<file path="src/hdl/chip8_cpu_core_macros.svh">
// assertion macros for the chip8 core
// used by chip8_cpu_core; no other dependencies
`ifndef CHIP8_CPU_CORE_MACROS_SVH
`define CHIP8_CPU_CORE_MACROS_SVH
`ifndef ASSERT_OFF
`define CHIP8_ASSERT_IMP(lbl, clk, rstn, ante, cons) \
    lbl: assert property (@(posedge clk) disable iff (!rstn) (ante) |-> (cons)) \
        else $error("chip8 assertion failed");
`define CHIP8_ASSERT_NXT(lbl, clk, rstn, ante, cons) \
    lbl: assert property (@(posedge clk) disable iff (!rstn) (ante) |=> (cons)) \
        else $error("chip8 assertion failed");
`else
`define CHIP8_ASSERT_IMP(lbl, clk, rstn, ante, cons)
`define CHIP8_ASSERT_NXT(lbl, clk, rstn, ante, cons)
`endif
`endif

</file>
<file path="src/hdl/chip8_pkg.sv">
// shared types, constants and codes of the chip8 core
// no dependencies
package chip8_pkg;
    localparam int MEM_BYTES    = 4096;
    localparam int STACK_DEPTH  = 16;
    localparam int START_ADDR   = 512;
    localparam int FRAME_HEIGHT = 32;

    localparam int ADDR_W = $clog2(MEM_BYTES);
    localparam int PC_W   = 12;
    localparam int SP_W   = $clog2(STACK_DEPTH);
    localparam int DEP_W  = $clog2(STACK_DEPTH + 1);
    localparam int ROW_W  = $clog2(FRAME_HEIGHT);

    typedef enum logic [2:0] {
        REQ_EXEC  = 3'd0,
        REQ_TICK  = 3'd1,
        REQ_KEY   = 3'd2,
        REQ_WRITE = 3'd3,
        REQ_ROW   = 3'd4
    } req_kind_t;

    typedef enum logic [1:0] {
        STAT_OK    = 2'd0,
        STAT_WAIT  = 2'd1,
        STAT_UNDEF = 2'd2,
        STAT_STACK = 2'd3
    } status_t;

    typedef enum logic [3:0] {
        ALU_PASS, ALU_OR, ALU_AND, ALU_XOR, ALU_ADD, ALU_SUB, ALU_SHR, ALU_SHL
    } alu_op_t;

    typedef struct packed {
        alu_op_t    op;
        logic [7:0] a;
        logic [7:0] b;
    } alu_req_t;

    typedef struct packed {
        logic [7:0] res;
        logic       flag;
    } alu_rsp_t;

    typedef enum logic [4:0] {
        ST_CLEAR, ST_IDLE, ST_START, ST_FETCH_HI, ST_FETCH_LO, ST_DECODE,
        ST_READ_X, ST_READ_Y, ST_EXEC, ST_BCD, ST_BCD_WR, ST_STORE,
        ST_LOAD_RD, ST_LOAD_WR, ST_DRAW_RD, ST_DRAW_WR, ST_DONE
    } state_t;

    typedef struct packed {
        logic [2:0]  req_type;
        logic [3:0]  key_index;
        logic        key_down;
        logic [11:0] mem_addr;
        logic [7:0]  mem_data;
        logic [7:0]  random_byte;
        logic [4:0]  row_select;
    } req_t;

    typedef struct packed {
        logic [1:0]  status;
        logic [11:0] program_counter;
        logic [15:0] executed_opcode;
        logic        sound_on;
        logic [63:0] row_pixels;
    } rsp_t;
endpackage

</file>
<file path="src/hdl/chip8_alu.sv">
// shared 8-bit arithmetic, logic and shift unit
// depends on chip8_pkg
module chip8_alu (
    input  chip8_pkg::alu_req_t req,
    output chip8_pkg::alu_rsp_t rsp
);
    logic [8:0] sum;

    always_comb
    begin
        sum = {1'b0, req.a} + {1'b0, req.b};
        rsp = '0;
        unique case (req.op)
            chip8_pkg::ALU_PASS: rsp.res = req.b;
            chip8_pkg::ALU_OR:   rsp.res = req.a | req.b;
            chip8_pkg::ALU_AND:  rsp.res = req.a & req.b;
            chip8_pkg::ALU_XOR:  rsp.res = req.a ^ req.b;
            chip8_pkg::ALU_ADD:
            begin
                rsp.res  = sum[7:0];
                rsp.flag = sum[8];
            end
            chip8_pkg::ALU_SUB:
            begin
                rsp.res  = req.a - req.b;
                rsp.flag = (req.a >= req.b);
            end
            chip8_pkg::ALU_SHR:
            begin
                rsp.res  = {1'b0, req.a[7:1]};
                rsp.flag = req.a[0];
            end
            chip8_pkg::ALU_SHL:
            begin
                rsp.res  = {req.a[6:0], 1'b0};
                rsp.flag = req.a[7];
            end
            default: rsp = '0;
        endcase
    end
endmodule

</file>
<file path="config.mk">
export PLATFORM = sky130hd
export DESIGN_NAME = chip8_alu
export DESIGN_NICKNAME = d
export VERILOG_FILES = /design/src/hdl/chip8_cpu_core_macros.svh /design/src/hdl/chip8_pkg.sv /design/src/hdl/chip8_alu.sv
export SDC_FILE = /design/constraint.sdc
export NUM_CORES = 1
export LEC_CHECK = 0
export BUFFER_PORTS_ARGS = -buffer_cell sky130_fd_sc_hd__buf_2
export CORE_AREA = 2 2 54 56
export DETAILED_ROUTE_END_ITERATION = 8
export DIE_AREA = 0 0 56 58
export GPL_ROUTABILITY_DRIVEN = 0
export GPL_TIMING_DRIVEN = 1
export PLACE_DENSITY = 0.77
export SYNTH_ARGS = -nofsm -noshare
export SYNTH_HDL_FRONTEND = slang
export SYNTH_SLANG_ARGS = --single-unit
</file>
<file path="constraint.sdc">
create_clock -name vclk -period 3
set_clock_uncertainty 0.2 [all_clocks]
set_input_delay 0.45 -clock vclk [all_inputs]
set_output_delay 0.45 -clock vclk [all_outputs]
set_load 0.01 [all_outputs]
</file>
# Yosys cells after proc, flatten, opt, wreduce, memory -nomap -nowiden
# Cells that the tools add are included.
[classes]
n_shift = 0
n_eq_ne = 7
n_addsub = 2
n_reduce_logical = 1
muxes = 2
mul = 0
bitwise = 3
div_mod_pow = 0
magnitude_cmp = 1
[ops]
columns = ["cell", "n"]
rows = [
  ["8-bit one-hot mux with 8 select lines", 1],
  ["4-bit by 3-bit equality test with 1-bit output, second input constant", 4],
  ["8-bit by 8-bit adder with 9-bit output", 1],
  ["8-bit AND", 1],
  ["4-bit by 2-bit equality test with 1-bit output, second input constant", 2],
  ["8-bit greater-or-equal comparator", 1],
  ["8-bit OR", 1],
  ["8-bit subtractor", 1],
  ["8-bit bitwise XOR", 1],
  ["4-bit by 1-bit equality test with 1-bit output, second input constant", 1],
  ["4-bit logical NOT", 1],
  ["1-bit one-hot mux with 4 select lines", 1],
]
[totals]
memories = 0
out_inout_bits = 9
latchBits = 0
input_bits = 20
ram_bits = 0
rom_bits = 0
reg_bits = 0
elab_cells = 16

# Depth between registers and ports, before layout
[logic_depth]
word_depth = 2
mapped_depth = 8
ltp_nobuf = 8

# Worst setup path after synthesis
# No wires, ideal clock.
[synth_timing]
path_type = "input port to output port"
from = "input port req[0] (netlist bit)"
to = "output port rsp[7] (netlist bit)"
stages = 8
setup_slack_ns = 0.406
path_buffers = 0
arrival_time_ns = 1.944
cell_sequence = "ha_1 > inv_1 > fa_1 > nor2b_1 > o211ai_1 > a21oi_1 > nor3_1 > o31ai_1"
[synth_lines]
columns = ["item", "line", "source"]
rows = [
  ["start: declaration", "chip8_alu.sv:4", "input chip8_pkg::alu_req_t req,"],
  ["end: declaration", "chip8_alu.sv:5", "output chip8_pkg::alu_rsp_t rsp"],
]

==> flow_summary_export.csv <==
group,metric,value,unit
power_and_ir_drop,finalPower,0.2482,mW
logic_synthesis,synthAdderAreaFrac,0.2450,
layout,synthToLayoutAreaGrowth,13.78,%
logic_synthesis,ys_types,46,
logic_synthesis,synthXorXnorAreaFrac,0,
sta,slew_viol_final,0,
global_routing,grt_pass1_wl,6396,µm
setup_path,critPathKind,"input port to output port",
sta,rsz0062_at_grt,"false",
sta,period_minus_slack,2.890,ns
setup_path,critPathArrivalTime,2.24,ns
sta,holdWs,1.056,ns
placed_design,dpl.hpwl,3022,µm
min_path,hold_path_class,"input port to output port",
sta,fmax,346.0,MHz
floorplan,coreArea,2663,µm²
placed_design,post-place-ws,0.06462,ns
logic_synthesis,syn_inst,180,
sta,tns,0,ns
sta,fin_ws,0.1097,ns
sta,fin_crit_sh,0.9634,
floorplan,rows,19,
layout,nClkBuffers,0,
placed_design,placed_cell_area,1539,µm²
floorplan,die_h,58,µm
clock_tree,cts_setup_buffers,0,
setup_path,worstSetupStartpointType,"input port",
layout,n_fill_cell,268,
logic_synthesis,synth_compound_area_frac,0.2865,
sta,worst_pin_slew,0.4690,ns
layout,final_cells,234,
sta,setup-violations-final,0,
logic_synthesis,yosysSeqAreaShare,0,
logic_synthesis,ys_warn_count,0,
drt,drt_iter0_markers,62,
placed_design,port_buffers,29,
layout,nFlopsAndLatches,0,
outcome,outcome,"finished, final reports clean",
logic_synthesis,synth_top_family_by_area,"compound AO/OA/AOI/OAI gates",
logic_synthesis,synth_area_per_cell,7.716,µm²
sta,maxSlewHeadroom,0.6873,
setup_path,crit_path_max_incr_delay,0.40,ns
logic_synthesis,synthTopCellsByArea,"ha_1 (22%), inv_1 (5.9%), mux4_1 (5.7%)",
global_routing,grt_usage,0.2377,
logic_synthesis,synth_mux_area_frac,0.1586,
floorplan,die_area,3248,µm²
layout,nets,251,
global_routing,antenna_found_initial,0,
drt,wirelength,3796,µm
global_routing,grt_max_degree,20,
layout,regArea,0,µm²
power_and_ir_drop,peakVddDrop,0.09768,mV
layout,final_util,0.5935,
setup_path,cp_common_cell,"buf_2",
placed_design,dpl.cell_count,234,
sta,hold_viol_final,0,
flow_run,max_cap_violations,0,
logic_synthesis,synth_top_area_frac,0.2162,
logic_synthesis,syn_area,1389,µm²
power_and_ir_drop,pwr_density_cell,157.1,nW/µm²
logic_synthesis,yosysMostFrequentCell,"ha_1",
drt,avgViaCountPerCell,6.077,
setup_path,cpMaxStageDelayCell,"fa_1",
logic_synthesis,synth_commonest_cells,"ha_1 (24), inv_1 (22), nand2_1 (15), a21oi_1 (13), nor2_1 (11)",
layout,fin_area,1580,µm²
global_routing,grt_pass1_vias,1380,
setup_path,path_cells,"buf_2, ha_2, inv_1, fa_1, nor2b_1, o211ai_1, a21oi_2, nor3_1, o31ai_1, buf_2",
setup_path,path_max_fanout,4,
layout,n_antenna_cell,0,
drt,wl_per_cell,16.22,µm
floorplan,start_util,0.5216,
drt,drcViolationCount,0,
layout,drive_gt1_frac,0.2709,
drt,dr.pass1.iters,4,
drt,ant_nets,0,
setup_path,crit_required,2.35,ns
power_and_ir_drop,leakage,0.7425,nW
logic_synthesis,yosysTopAreaCell,"ha_1",
setup_path,endpoint_kind,"output port",
logic_synthesis,synthSimpleGateAreaFrac,0.1991,
global_routing,grt-ovfl-total,0,
drt,vias,1422,
floorplan,ios,29,
logic_synthesis,syn_nets,226,
floorplan,die_w,56,µm
## cell type report
cell class,instances,area [µm²],area share
timing repair buffer,34,182.7,0.1156
multi-input combinational,147,1276,0.8076
inverter,22,82.58,0.05226
tap,31,38.79,0.02454
## final timing paths
kind	startpoint	end	slack (ns)	cells after the start
max	req[0]	rsp[7]	0.11	10
min	req[7]	rsp[8]	1.06	4
## logic make-up (layout without fill, tap and decap cells)
group / after synthesis / in the layout
simple gates: 51 / 51
mux: 13 / 13
fa+ha+maj: 26 / 26
buf+inv: 33 / 56
compound gates: 57 / 57
## what timing repair did
action,in CTS,in global routing
hold buffers,0,0
endpoints found under the setup margin,0,4
gates resized for setup,0,10
## metal layers
metal / track usage / vias to the layer above / share of wire
met1: 0.3179 / 677 / 0.44
li1: - / 710 / -
met2: 0.4370 / 33 / 0.51
met4: 0.02721 / 0 / 0.0053
met3: 0.01339 / 2 / 0.044
met5: 0 / - / 0
## where the power goes
group	switching (mW)	internal, mW
Clock	0	0
Combinational	0.142	0.107
Sequential	0	0
Total	0.142	0.107
## cell usage in the layout, fill, tap and decap left out, types with 4 or more instances in the layout
master / Yosys / routed
buf_2: 7 / 29
inv_1: 22 / 22
ha_1: 24 / 22
nand2_1: 15 / 15
nor2_1: 11 / 11
a21oi_1: 13 / 10
nand2b_1: 7 / 7
o211ai_1: 6 / 6
o21ai_0: 6 / 6
a221oi_1: 5 / 5
nor3_1: 5 / 5
buf_4: 1 / 5
mux2i_1: 4 / 4
## worst max-delay path, delay by kind of cell
kind	cells	cell delay [ns]
simple gates	2	0.25
fa+ha+maj	2	0.62
compound gates	3	0.57
buf+inv	3	0.34
Note: power is estimated with default switching activity, not from simulation.
